**src/rtl/es2d_pkg.sv**
```systemverilog
`timescale 1ns / 1ps
`default_nettype none

package es2d_pkg;

    // Width of the accumulator and of the shared compare-subtract unit.
    localparam int unsigned W_ACC = 32;

    // Calendar constants.
    localparam logic [11:0] C_EPOCH_YEAR = 12'd1970;
    localparam logic [11:0] C_NONLEAP_CENTURY = 12'd2100;
    localparam logic [8:0]  C_DAYS_YEAR = 9'd365;
    localparam logic [8:0]  C_DAYS_LEAP_YEAR = 9'd366;

    // Reciprocals for the divisions by constants. Each is rounded up, and the
    // rounding error is small enough that the quotient is exact over the whole
    // range of its operand. Days come from the seconds shifted right by 7
    // (divisor 675, quotient from bit 35 up), hours from the seconds of the day
    // shifted right by 4 (divisor 225, quotient from bit 21 up), and minutes
    // from the seconds of the hour shifted right by 2 (divisor 15, quotient
    // from bit 14 up).
    localparam logic [25:0] C_RCP_DAY  = 26'd50903317;
    localparam logic [25:0] C_RCP_HOUR = 26'd9321;
    localparam logic [25:0] C_RCP_MIN  = 26'd1093;

    // Seconds per day, hour and minute, for the remainders.
    localparam logic [25:0] C_SECS_DAY  = 26'd86400;
    localparam logic [25:0] C_SECS_HOUR = 26'd3600;
    localparam logic [25:0] C_SECS_MIN  = 26'd60;

    // Leap year test. Within 1970..2106 the only century years are 2000, which
    // is divisible by 400, and 2100, which is not, so the full Gregorian rule
    // reduces to this.
    function automatic logic f_is_leap(input logic [11:0] year);
        f_is_leap = (year[1:0] == 2'b00) && (year != C_NONLEAP_CENTURY);
    endfunction

    // Length of a month, with February at 29 days in a leap year.
    function automatic logic [4:0] f_month_len(input logic [3:0] month, input logic leap);
        case (month)
            4'd2: begin
                f_month_len = leap ? 5'd29 : 5'd28;
            end
            4'd4, 4'd6, 4'd9, 4'd11: begin
                f_month_len = 5'd30;
            end
            default: begin
                f_month_len = 5'd31;
            end
        endcase
    endfunction

endpackage

`default_nettype wire

```
**src/rtl/epoch_seconds_to_date.sv**
```systemverilog
`timescale 1ns / 1ps
`default_nettype none

// Converts an unsigned 32-bit count of seconds since 1970-01-01 00:00:00 into
// second, minute, hour, day of month, month and year, one item at a time. All
// arithmetic goes through one 32-bit compare-subtract unit and one multiplier
// under a small sequencer: whole days, hours and minutes are each found by a
// reciprocal multiplication and their remainders by a multiply and subtract;
// then whole years are removed one at a time (up to 136) until the next no
// longer fits, and then whole months (up to 11) until the next no longer fits
// or December is reached. o_in_stall is high from acceptance until the
// finished item is loaded into the output register, where it waits, so the
// next item can be accepted while it is still stalled. Register 0 (byte
// address 0) bit 0 selects 12-hour mode with the PM flag; the user must write
// it only while idle, and the block itself does not enforce this.

module epoch_seconds_to_date (
    input  wire logic        i_clk,
    input  wire logic        i_rst_n,
    // Configuration port.
    input  wire logic        psel,
    input  wire logic        penable,
    input  wire logic        pwrite,
    input  wire logic [2:0]  paddr,
    input  wire logic [31:0] pwdata,
    output logic [31:0]      prdata,
    output logic             pready,
    // Input channel.
    input  wire logic        i_in_valid,
    output logic             o_in_stall,
    input  wire logic [31:0] i_epoch_seconds,
    // Output channel.
    output logic             o_out_valid,
    input  wire logic        i_out_stall,
    output logic [5:0]       o_second,
    output logic [5:0]       o_minute,
    output logic [4:0]       o_hour,
    output logic             o_pm_flag,
    output logic [4:0]       o_day_of_month,
    output logic [3:0]       o_month_number,
    output logic [11:0]      o_year_number
);
    import es2d_pkg::*;

    localparam logic [3:0] S_IDLE     = 4'd0;
    localparam logic [3:0] S_DAY      = 4'd1;
    localparam logic [3:0] S_DAY_REM  = 4'd2;
    localparam logic [3:0] S_HOUR     = 4'd3;
    localparam logic [3:0] S_HOUR_REM = 4'd4;
    localparam logic [3:0] S_MIN      = 4'd5;
    localparam logic [3:0] S_MIN_REM  = 4'd6;
    localparam logic [3:0] S_YEAR     = 4'd7;
    localparam logic [3:0] S_MONTH    = 4'd8;
    localparam logic [3:0] S_DONE     = 4'd9;

    logic              r_twelve;
    logic [3:0]        r_state, n_state;
    logic [W_ACC-1:0]  r_acc, n_acc;
    logic [15:0]       r_days, n_days;
    logic [4:0]        r_hour, n_hour;
    logic [5:0]        r_min, n_min;
    logic [5:0]        r_sec, n_sec;
    logic [11:0]       r_year, n_year;
    logic [3:0]        r_month, n_month;

    logic              r_out_valid;
    logic [5:0]        r_o_sec, r_o_min;
    logic [4:0]        r_o_hour, r_o_day;
    logic              r_o_pm;
    logic [3:0]        r_o_month;
    logic [11:0]       r_o_year;

    logic [24:0]       w_mul_a;
    logic [25:0]       w_mul_b;
    logic [50:0]       w_prod;
    logic [W_ACC-1:0]  w_oper;
    logic              w_ge;
    logic [W_ACC-1:0]  w_diff;
    logic              w_leap;
    logic              w_in_acc;
    logic              w_out_free;
    logic              w_cfg_wr;

    // Configuration register.
    assign pready   = 1'b1;
    assign w_cfg_wr = psel && penable && pwrite && (paddr[2] == 1'b0);
    assign prdata   = (paddr[2] == 1'b0) ? {31'd0, r_twelve} : 32'd0;

    always_ff @(posedge i_clk) begin
        if (!i_rst_n) begin
            r_twelve <= 1'b0;
        end else if (w_cfg_wr) begin
            r_twelve <= pwdata[0];
        end
    end

    // Operand selection for the shared multiplier: a reciprocal multiplication
    // for each quotient, then the quotient times its divisor for the remainder.
    always_comb begin
        case (r_state)
            S_DAY: begin
                w_mul_a = r_acc[31:7];
                w_mul_b = C_RCP_DAY;
            end
            S_DAY_REM: begin
                w_mul_a = 25'(r_days);
                w_mul_b = C_SECS_DAY;
            end
            S_HOUR: begin
                w_mul_a = 25'(r_acc[16:4]);
                w_mul_b = C_RCP_HOUR;
            end
            S_HOUR_REM: begin
                w_mul_a = 25'(r_hour);
                w_mul_b = C_SECS_HOUR;
            end
            S_MIN: begin
                w_mul_a = 25'(r_acc[11:2]);
                w_mul_b = C_RCP_MIN;
            end
            S_MIN_REM: begin
                w_mul_a = 25'(r_min);
                w_mul_b = C_SECS_MIN;
            end
            default: begin
                w_mul_a = '0;
                w_mul_b = '0;
            end
        endcase
    end

    assign w_prod = w_mul_a * w_mul_b;

    // Operand selection for the shared compare-subtract unit.
    assign w_leap = f_is_leap(r_year);

    always_comb begin
        case (r_state)
            S_DAY_REM, S_HOUR_REM, S_MIN_REM: begin
                w_oper = w_prod[W_ACC-1:0];
            end
            S_YEAR: begin
                w_oper = W_ACC'(w_leap ? C_DAYS_LEAP_YEAR : C_DAYS_YEAR);
            end
            S_MONTH: begin
                w_oper = W_ACC'(f_month_len(r_month, w_leap));
            end
            default: begin
                w_oper = '0;
            end
        endcase
    end

    es2d_sub_unit u_sub (
        .i_a    (r_acc),
        .i_b    (w_oper),
        .o_ge   (w_ge),
        .o_diff (w_diff)
    );

    assign o_in_stall = (r_state != S_IDLE);
    assign w_in_acc   = i_in_valid && (r_state == S_IDLE);
    assign w_out_free = !r_out_valid || !i_out_stall;

    // Sequencer.
    always_comb begin
        n_state = r_state;
        n_acc   = r_acc;
        n_days  = r_days;
        n_hour  = r_hour;
        n_min   = r_min;
        n_sec   = r_sec;
        n_year  = r_year;
        n_month = r_month;
        case (r_state)
            S_IDLE: begin
                if (w_in_acc) begin
                    n_acc   = i_epoch_seconds;
                    n_state = S_DAY;
                end
            end
            S_DAY: begin
                n_days  = w_prod[50:35];
                n_state = S_DAY_REM;
            end
            S_DAY_REM: begin
                // Seconds within the day.
                n_acc   = w_diff;
                n_state = S_HOUR;
            end
            S_HOUR: begin
                n_hour  = w_prod[25:21];
                n_state = S_HOUR_REM;
            end
            S_HOUR_REM: begin
                // Seconds within the hour.
                n_acc   = w_diff;
                n_state = S_MIN;
            end
            S_MIN: begin
                n_min   = w_prod[19:14];
                n_state = S_MIN_REM;
            end
            S_MIN_REM: begin
                n_sec   = w_diff[5:0];
                n_acc   = W_ACC'(r_days);
                n_year  = C_EPOCH_YEAR;
                n_state = S_YEAR;
            end
            S_YEAR: begin
                // Remove one whole year per cycle.
                if (w_ge) begin
                    n_acc  = w_diff;
                    n_year = r_year + 12'd1;
                end else begin
                    n_month = 4'd1;
                    n_state = S_MONTH;
                end
            end
            S_MONTH: begin
                // Remove one whole month per cycle; December always ends it.
                if (w_ge && (r_month != 4'd12)) begin
                    n_acc   = w_diff;
                    n_month = r_month + 4'd1;
                end else begin
                    n_state = S_DONE;
                end
            end
            S_DONE: begin
                if (w_out_free) begin
                    n_state = S_IDLE;
                end
            end
            default: begin
                n_state = S_IDLE;
            end
        endcase
    end

    always_ff @(posedge i_clk) begin
        if (!i_rst_n) begin
            r_state <= S_IDLE;
        end else begin
            r_state <= n_state;
        end
    end

    always_ff @(posedge i_clk) begin
        r_acc   <= n_acc;
        r_days  <= n_days;
        r_hour  <= n_hour;
        r_min   <= n_min;
        r_sec   <= n_sec;
        r_year  <= n_year;
        r_month <= n_month;
    end

    // Output register, loaded when the conversion is done and the slot is free.
    always_ff @(posedge i_clk) begin
        if (!i_rst_n) begin
            r_out_valid <= 1'b0;
        end else if ((r_state == S_DONE) && w_out_free) begin
            r_out_valid <= 1'b1;
        end else if (!i_out_stall) begin
            r_out_valid <= 1'b0;
        end
    end

    always_ff @(posedge i_clk) begin
        if ((r_state == S_DONE) && w_out_free) begin
            r_o_sec   <= r_sec;
            r_o_min   <= r_min;
            r_o_day   <= r_acc[4:0] + 5'd1;
            r_o_month <= r_month;
            r_o_year  <= r_year;
            // Twelve-hour form: afternoon hours fold down, noon and later set PM.
            if (r_twelve && (r_hour >= 5'd12)) begin
                r_o_pm   <= 1'b1;
                r_o_hour <= (r_hour > 5'd12) ? (r_hour - 5'd12) : r_hour;
            end else begin
                r_o_pm   <= 1'b0;
                r_o_hour <= r_hour;
            end
        end
    end

    assign o_out_valid    = r_out_valid;
    assign o_second       = r_o_sec;
    assign o_minute       = r_o_min;
    assign o_hour         = r_o_hour;
    assign o_pm_flag      = r_o_pm;
    assign o_day_of_month = r_o_day;
    assign o_month_number = r_o_month;
    assign o_year_number  = r_o_year;

endmodule

`default_nettype wire

```
**src/rtl/es2d_sub_unit.sv**
```systemverilog
`timescale 1ns / 1ps
`default_nettype none

module es2d_sub_unit (
    input  wire logic [es2d_pkg::W_ACC-1:0] i_a,
    input  wire logic [es2d_pkg::W_ACC-1:0] i_b,
    output logic                            o_ge,
    output logic [es2d_pkg::W_ACC-1:0]      o_diff
);
    import es2d_pkg::*;

    logic [W_ACC:0] w_diff;

    // One wide subtract; the borrow out tells whether a is below b.
    assign w_diff = {1'b0, i_a} - {1'b0, i_b};
    assign o_ge   = ~w_diff[W_ACC];
    assign o_diff = w_diff[W_ACC-1:0];

endmodule

`default_nettype wire
```
**config.mk**
```make
export PLATFORM = sky130hd
export DESIGN_NAME = epoch_seconds_to_date
export DESIGN_NICKNAME = d
export VERILOG_FILES = /design/src/rtl/es2d_pkg.sv /design/src/rtl/epoch_seconds_to_date.sv /design/src/rtl/es2d_sub_unit.sv
export SDC_FILE = /design/constraint.sdc
export NUM_CORES = 1
export LEC_CHECK = 0
export ABC_AREA = 0
export ABC_CLOCK_PERIOD_IN_PS = 13550
export BUFFER_PORTS_ARGS = -buffer_cell sky130_fd_sc_hd__buf_2
export CAP_MARGIN = 20
export CORE_UTILIZATION = 64
export CTS_BUF_LIST = sky130_fd_sc_hd__clkbuf_16
export CTS_CLUSTER_DIAMETER = 40
export DETAILED_ROUTE_END_ITERATION = 8
export MAX_ROUTING_LAYER = met4
export PLACE_DENSITY = 0.92
export SETUP_SLACK_MARGIN = 0.02
export SKIP_LAST_GASP = 1
export SLEW_MARGIN = 20
export SYNTH_ARGS = -nofsm -noshare
export SYNTH_HDL_FRONTEND = slang
export SYNTH_SLANG_ARGS = --single-unit
```
**constraint.sdc**
```tcl
create_clock -name i_clk -period 13.55 [get_ports i_clk]
set_input_delay 0.6775 -clock i_clk [delete_from_list [all_inputs] [get_ports i_clk]]
set_output_delay 0.6775 -clock i_clk [all_outputs]
set_load 0.02 [all_outputs]
```
==> results of run 1 <==
-- stage by stage --
step           instance area (um2)  utilization, %  std cells
2_1_floorplan                23300               -       2499
3_3_place_gp                 24000            69.1       2983
3_5_place_dp                 24000            69.1       2983
4_1_cts                      24600            70.8       3015
5_1_grt                      24700            70.8       3016
6_report                     24700            70.8       3016
-- layout by cell type (no fill, tap or decap), types with 19 or more instances in the layout --
| master | n |
|---|---|
| xor2_1 | 30 |
| nand2_1 | 182 |
| a31oi_1 | 22 |
| a21o_1 | 29 |
| nand3_1 | 28 |
| a21oi_1 | 87 |
| fa_1 | 378 |
| ha_1 | 290 |
| conb_1 | 127 |
| inv_1 | 613 |
| buf_4 | 19 |
| o21ai_0 | 66 |
| nand2b_1 | 20 |
| nor3_1 | 21 |
| and3_1 | 27 |
| xnor2_1 | 50 |
| buf_2 | 82 |
| edfxtp_1 | 120 |
| a22oi_1 | 20 |
| nor2_1 | 105 |
-- state kept, by name, summed over array words and instances (netlist names), 4 cells and up --
name            cells
o_month_number      4
o_second            6
o_year_number      12
r_hour              5
o_day_of_month      5
r_sec               6
r_acc              32
o_hour              5
r_year             12
r_days             16
r_min               6
r_state             4
r_month             4
o_minute            6
-- cell type report --
cell class	count	area share [%]
multi-input cells	1689	68.5
flip-flops and latches	126	15.1
inverters	612	9.32
well taps	455	2.31
repair buffers	101	2.24
clock buffers	17	1.73
clock inverters	15	0.766
diodes	1	0.0102
-- logic make-up (layout without fill, tap and decap cells) --
logic type	count (synthesis)	in the layout	share of synthesized area (%)
compound gates	345	345	9.97
xor+xnor	80	80	3.07
fa+ha+maj	668	668	49.1
buf+inv	684	745	11.8
flops	126	126	16.3
mux	4	4	0.176
other cells	2	128	0.0329
simple gates	465	465	9.50
-- routing by layer --
layer  GRT usage (%)  vias to the layer above  share of wire, %
met3            8.52                      212                10
met5               -                        -                 0
met1            47.8                     8827                38
li1                -                     7773                 -
met2            61.5                      986                47
met4            16.9                        0               5.1
-- how the worst min path moves through the flow --
stage          cells after the start  slack (ns)           to
6_report                           0        0.42  o_second[4]
5_1_grt                            0        0.43  o_second[4]
4_1_cts                            0        0.42  o_second[1]
3_5_place_dp                       0        0.41  o_second[1]
3_3_place_gp                       0        0.41  o_second[0]
2_1_floorplan                      0        0.40  o_second[0]
-- worst max-delay path: cells and delay by family, from the launching register on --
family | cells | cell delay (ns)
AO/OA/AOI/OAI | 7 | 1.97
AND/OR/NAND/NOR | 11 | 2.85
XOR/XNOR | 1 | 0.38
multiplexers | 1 | 0.46
flip-flops | 1 | 0.83
buffers and inverters | 6 | 0.64
adder cells (fa/ha/maj) | 9 | 4.39
==> out/summary.txt, run 1 <==
Max-Cap Viols: 0
number of synthesized flops with an enable pin: 120
RSZ-0062 raised after global routing: no
FF-to-FF Start: r_state[0]
Fin Hold WS: 0.423 ns
Register Area: 0.00372 mm2
vias per std cell: 5.90
Final HPWL DP: 54.6 mm
Synth async-reset ratio: 0%
layout cell share with drive strength beyond 1: 6.41%
gr usage total: 38.8%
Setup CP Type: register to register
largest net degree at the start of global routing: 40
DR WL/cell: 21.5 um
Synth cell types: 72
setup TNS: 0 ns
Final min period: 11.88 ns
CTS resizes: 0
CTS tree: done
final setup fails: 0
first-pass GRT wire length: 102 mm
via count: 17800
Die W: 191 um
GR Overflow Total: 0
Slew HR: 38.9%
Worst setup SP type: register
Final ANT Viol Nets: 0
synth cell count leaders: inv_1 (612), fa_1 (378), ha_1 (290)
first-pass detailed-route iteration total: 7
htree depth: 4
sequential element share of the synthesized area: 16.3%
Worst path most repeated cell: fa_1
Max clock buf depth: 2
Hold Startpoint: r_sec[4]
Mapped Area: 0.0228 mm2
Ys Warns: 0
launch point of the worst path: r_state[0]
CTS clock-pin slew for the worst setup and hold paths: 0.06 ns
nets@finish: 3289
core area: 0.0348 mm2
area grow syn2layout: 8.15%
post-synthesis sequential element count: 126
postcts setup bufs: 0
effective utilization at floorplan: 65.5%
post-synth top area share: 33.2%
Die H: 191 um
io pins: 148
Worst EP arrival: 11.97 ns
CTS sink count: 126
multi-input logic area: 0.0169 mm2
total CTS buffers: 17
Row Count: 68
drt total wl: 64.9 mm
worst path required time: 13.64 ns
critical path's slowest cell: dfxtp_1
Layout fillers: 2474
Remaining DRCs: 0
Hold Fails Final Rpt: 0
flop2flop setup slack: 1.67 ns
IO buf count: 82
GP Congestion: 1.04
Die ar.: 0.0364 mm2
crit end category: register
DRT iter0 DRCs: 1833
Pins Over Slew Limit: 0
Post-Syn Instances: 2374
Final Cycle Share: 87.7%
syn avg cell area: 9.60 um2
R2R depth: 35
HP Class: register to register
Slew @ Worst Pin: 0.907 ns
CP peak stage delay: 0.83 ns
CTS Hold Bufs: 0
latest clock arrival within the worst-skew pair: 0.44 ns
dominant synthesized flop cell: edfxtp_1
Max Fclk: 0.0842 GHz
crit-path max FO: 23
Final WS setup: 1.67 ns
CTS Root Cell: clkbuf_16
top-count cell post-synth: inv_1
status: completed
largest area contributor in the netlist: fa_1
top cells by area, synth: fa_1 (33%), ha_1 (16%), edfxtp_1 (16%)
initial antenna violation count: 1
setup slack at placement: 1.68 ns
crit path to: r_month[2]
Final Skew: 0.0132 ns
vias in the first global route: 19200
Reg-to-Reg End: r_month[2]
Power of run 1 is not shown: default switching activity piles up to over one toggle a cycle in this logic, so the estimate is an artifact.
==> run 2: changes to the inputs <==
- PLACE_DENSITY: 0.92 -> 0.91
- SYNTH_HIERARCHICAL: default -> 1
==> out/summary.txt, run 2 <==
status: finished, violations left (was completed)
failing checks: DRC
Max-Cap Viols: 0 (unchanged)
CP peak stage delay: 0.85 ns (was 0.83 ns)
Hold Fails Final Rpt: 0 (unchanged)
Final Cycle Share: 92.2% (was 87.7%)
WP buf/inv: 7 (was 6)
Final min period: 12.49 ns (was 11.88 ns)
Fin Hold WS: 0.424 ns (was 0.423 ns)
biggest regs: r_acc: 32 flops, r_days: 16 flops (unchanged)
Synth Area in Simple Gates: 9.66% (was 9.50%)
setup TNS: 0 ns (unchanged)
max FFs per register: 32 (unchanged)
XOR/XNOR Fraction of Synth Area: 3.07% (about the same)
top cell family by delay on the critical path: adder cells (unchanged)
core area: 0.0357 mm2 (was 0.0348 mm2)
sequential element share of the synthesized area: 15.9% (was 16.3%)
Die ar.: 0.0373 mm2 (was 0.0364 mm2)
post-synth top area share: 32.3% (was 33.2%)
Die W: 193 um (was 191 um)
nets@finish: 3382 (was 3289)
Setup CP Type: register to register (unchanged)
Slew HR: 31.2% (was 38.9%)
DR WL/cell: 21.6 um (was 21.5 um)
drt total wl: 67.1 mm (was 64.9 mm)
setup slack at placement: 1.44 ns (was 1.68 ns)
Post-Syn Instances: 2481 (was 2374)
Final ANT Viol Nets: 0 (unchanged)
first-pass GRT wire length: 105 mm (was 102 mm)
largest net degree at the start of global routing: 40 (unchanged)
Ys Warns: 6 (was 0)
most common cell after layout, fill and taps aside: inv_1 (unchanged)
R2R depth: 46 (was 35)
vias in the first global route: 19100 (was 19200)
Die H: 193 um (was 191 um)
area grow syn2layout: 7.87% (was 8.15%)
CTS Root Cell: clkbuf_16 (unchanged)
Row Count: 69 (was 68)
Max Fclk: 0.0801 GHz (was 0.0842 GHz)
crit-path max FO: 19 (was 23)
Synth cell types: 79 (was 72)
launch point of the worst path: r_state[0] (unchanged)
FF-to-FF Start: r_state[0] (unchanged)
layout cell share with drive strength beyond 1: 6.33% (was 6.41%)
Synth async-reset ratio: 0% (unchanged)
effective utilization at floorplan: 65.5% (about the same)
htree depth: 4 (unchanged)
Hold Startpoint: r_sec[2] (was r_sec[4])
total CTS buffers: 17 (unchanged)
via count: 18100 (was 17800)
Final HPWL DP: 57.6 mm (was 54.6 mm)
top cells by area, synth: fa_1 (32%), ha_1 (15%), edfxtp_1 (15%) (was fa_1 (33%), ha_1 (16%), edfxtp_1 (16%))
Worst setup SP type: register (unchanged)
post-synthesis sequential element count: 126 (unchanged)
commonest non-fill, non-tap cells in the layout: inv_1 (683), fa_1 (378), ha_1 (289) (was inv_1 (613), fa_1 (378), ha_1 (290))
RSZ-0062 raised after global routing: no (unchanged)
CTS Hold Bufs: 0 (unchanged)
syn avg cell area: 9.43 um2 (was 9.60 um2)
gr usage total: 38.4% (was 38.8%)
Hold Path Sink: o_second[2] (was o_second[4])
flop2flop setup slack: 1.06 ns (was 1.67 ns)
IO buf count: 82 (unchanged)
Worst path most repeated cell: nand2_1 (was fa_1)
top-count cell post-synth: inv_1 (unchanged)
Mapped Area: 0.0234 mm2 (was 0.0228 mm2)
critical path's slowest cell: o21ai_0 (was dfxtp_1)
HP Class: register to register (unchanged)
Max clock buf depth: 2 (unchanged)
synth cell count leaders: inv_1 (683), fa_1 (378), ha_1 (289) (was inv_1 (612), fa_1 (378), ha_1 (290))
first-pass detailed-route iteration total: 9 (was 7)
dominant synthesized flop cell: edfxtp_1 (unchanged)
final setup fails: 0 (unchanged)
worst path required time: 13.88 ns (was 13.64 ns)
Pins Over Slew Limit: 0 (unchanged)
CTS sink count: 126 (unchanged)
main combinational cell family by area after synthesis: adder cells (unchanged)
Slew @ Worst Pin: 1.02 ns (was 0.907 ns)
latest clock arrival within the worst-skew pair: 0.44 ns (about the same)
Final WS setup: 1.06 ns (was 1.67 ns)
CTS clock-pin slew for the worst setup and hold paths: 0.06 ns (about the same)
vias per std cell: 5.82 (was 5.90)
io pins: 148 (unchanged)
DRT iter0 DRCs: 1777 (was 1833)
Synth Area in Compound Gates: 10.5% (was 9.97%)
largest reg by FF count: r_acc (unchanged)
Layout fillers: 2610 (was 2474)
Final Skew: 0.00999 ns (was 0.0132 ns)
post-synthesis mux area share: 0.176% (about the same)
GR Overflow Total: 0 (unchanged)
GP Congestion: 1.02 (was 1.04)
adder-cell area share of the yosys netlist: 47.8% (was 49.1%)
largest area contributor in the netlist: fa_1 (unchanged)
initial antenna violation count: 1 (unchanged)
Reg-to-Reg End: r_state[3] (was r_month[2])
Worst EP arrival: 12.81 ns (was 11.97 ns)
number of synthesized flops with an enable pin: 120 (unchanged)
hold path cells: 0 (unchanged)
postcts setup bufs: 0 (unchanged)
CTS tree: done (unchanged)
crit end category: register (unchanged)
Remaining DRCs: 2 (was 0)
CTS resizes: 0 (unchanged)
-- run 2: cell count changes in the layout (fill, tap and decap cells not counted), sizes merged, moves of 13 or more --
cell    previous run  this run
inv              616       687
a22o               0        21
a21oi             92       109
a31oi             22         6
a22oi             21         6
a222oi             3        16
-- run 2: routing by layer --
layer / up-vias / track usage (%) / part of all wire, %
met4: 0 / 19.7 / 6.0
met1: 8963 / 48.2 / 38
met5: - / - / 0
met2: 948 / 59.9 / 46
met3: 231 / 6.97 / 9.5
li1: 7991 / - / -
-- run 2: worst max-delay path by stage --
stage	slack, ns	cells past startpoint	to
3_5_place_dp	1.44	42	r_acc[30]
6_report	1.06	46	r_state[3]
3_3_place_gp	1.68	43	r_acc[26]
5_1_grt	0.61	46	r_state[3]
2_1_floorplan	2.38	44	r_acc[0]
4_1_cts	1.37	42	r_acc[19]
-- run 2: cell families after synthesis --
kind of cell    count (synthesis)
simple gates                  488
compound gates                346
xor+xnor                       82
flops                         126
mux                             4
other cells                     2
buf+inv                       766
fa+ha+maj                     667
-- run 2: area by class of cell --
cell class	instances	area [um2]	share of cell area, %
multi-input cells	1715	17200	68.1
clock buffers	17	425	1.69
clock inverters	14	214	0.848
diodes	1	2.50	0.00991
flip-flops and latches	126	3720	14.8
inverters	683	2560	10.2
repair buffers	98	558	2.21
well taps	461	577	2.29
-- run 2: worst reg2reg max path: cells and delay by family, from the launching register on --
kind	cells	cell delay (ns)
and+or+nand+nor	19	4.23
buffers and inverters	7	0.56
DFF	1	0.48
xor gates and xnor gates	1	0.31
adders and majority gates	9	4.49
AOI/OAI and AO/OA	10	2.32
-- run 2: per-stage QoR --
| stage | std cells | utilization, % | area (um2) |
|---|---|---|---|
| 6_report | 3115 | 70.6 | 25200 |
| 5_1_grt | 3115 | 70.6 | 25200 |
| 4_1_cts | 3113 | 70.5 | 25200 |
| 3_5_place_dp | 3082 | 68.8 | 24600 |
| 3_3_place_gp | 3081 | 68.7 | 24600 |
| 2_1_floorplan | 2607 | - | 23900 |
Power of run 2 is left out for the same reason.
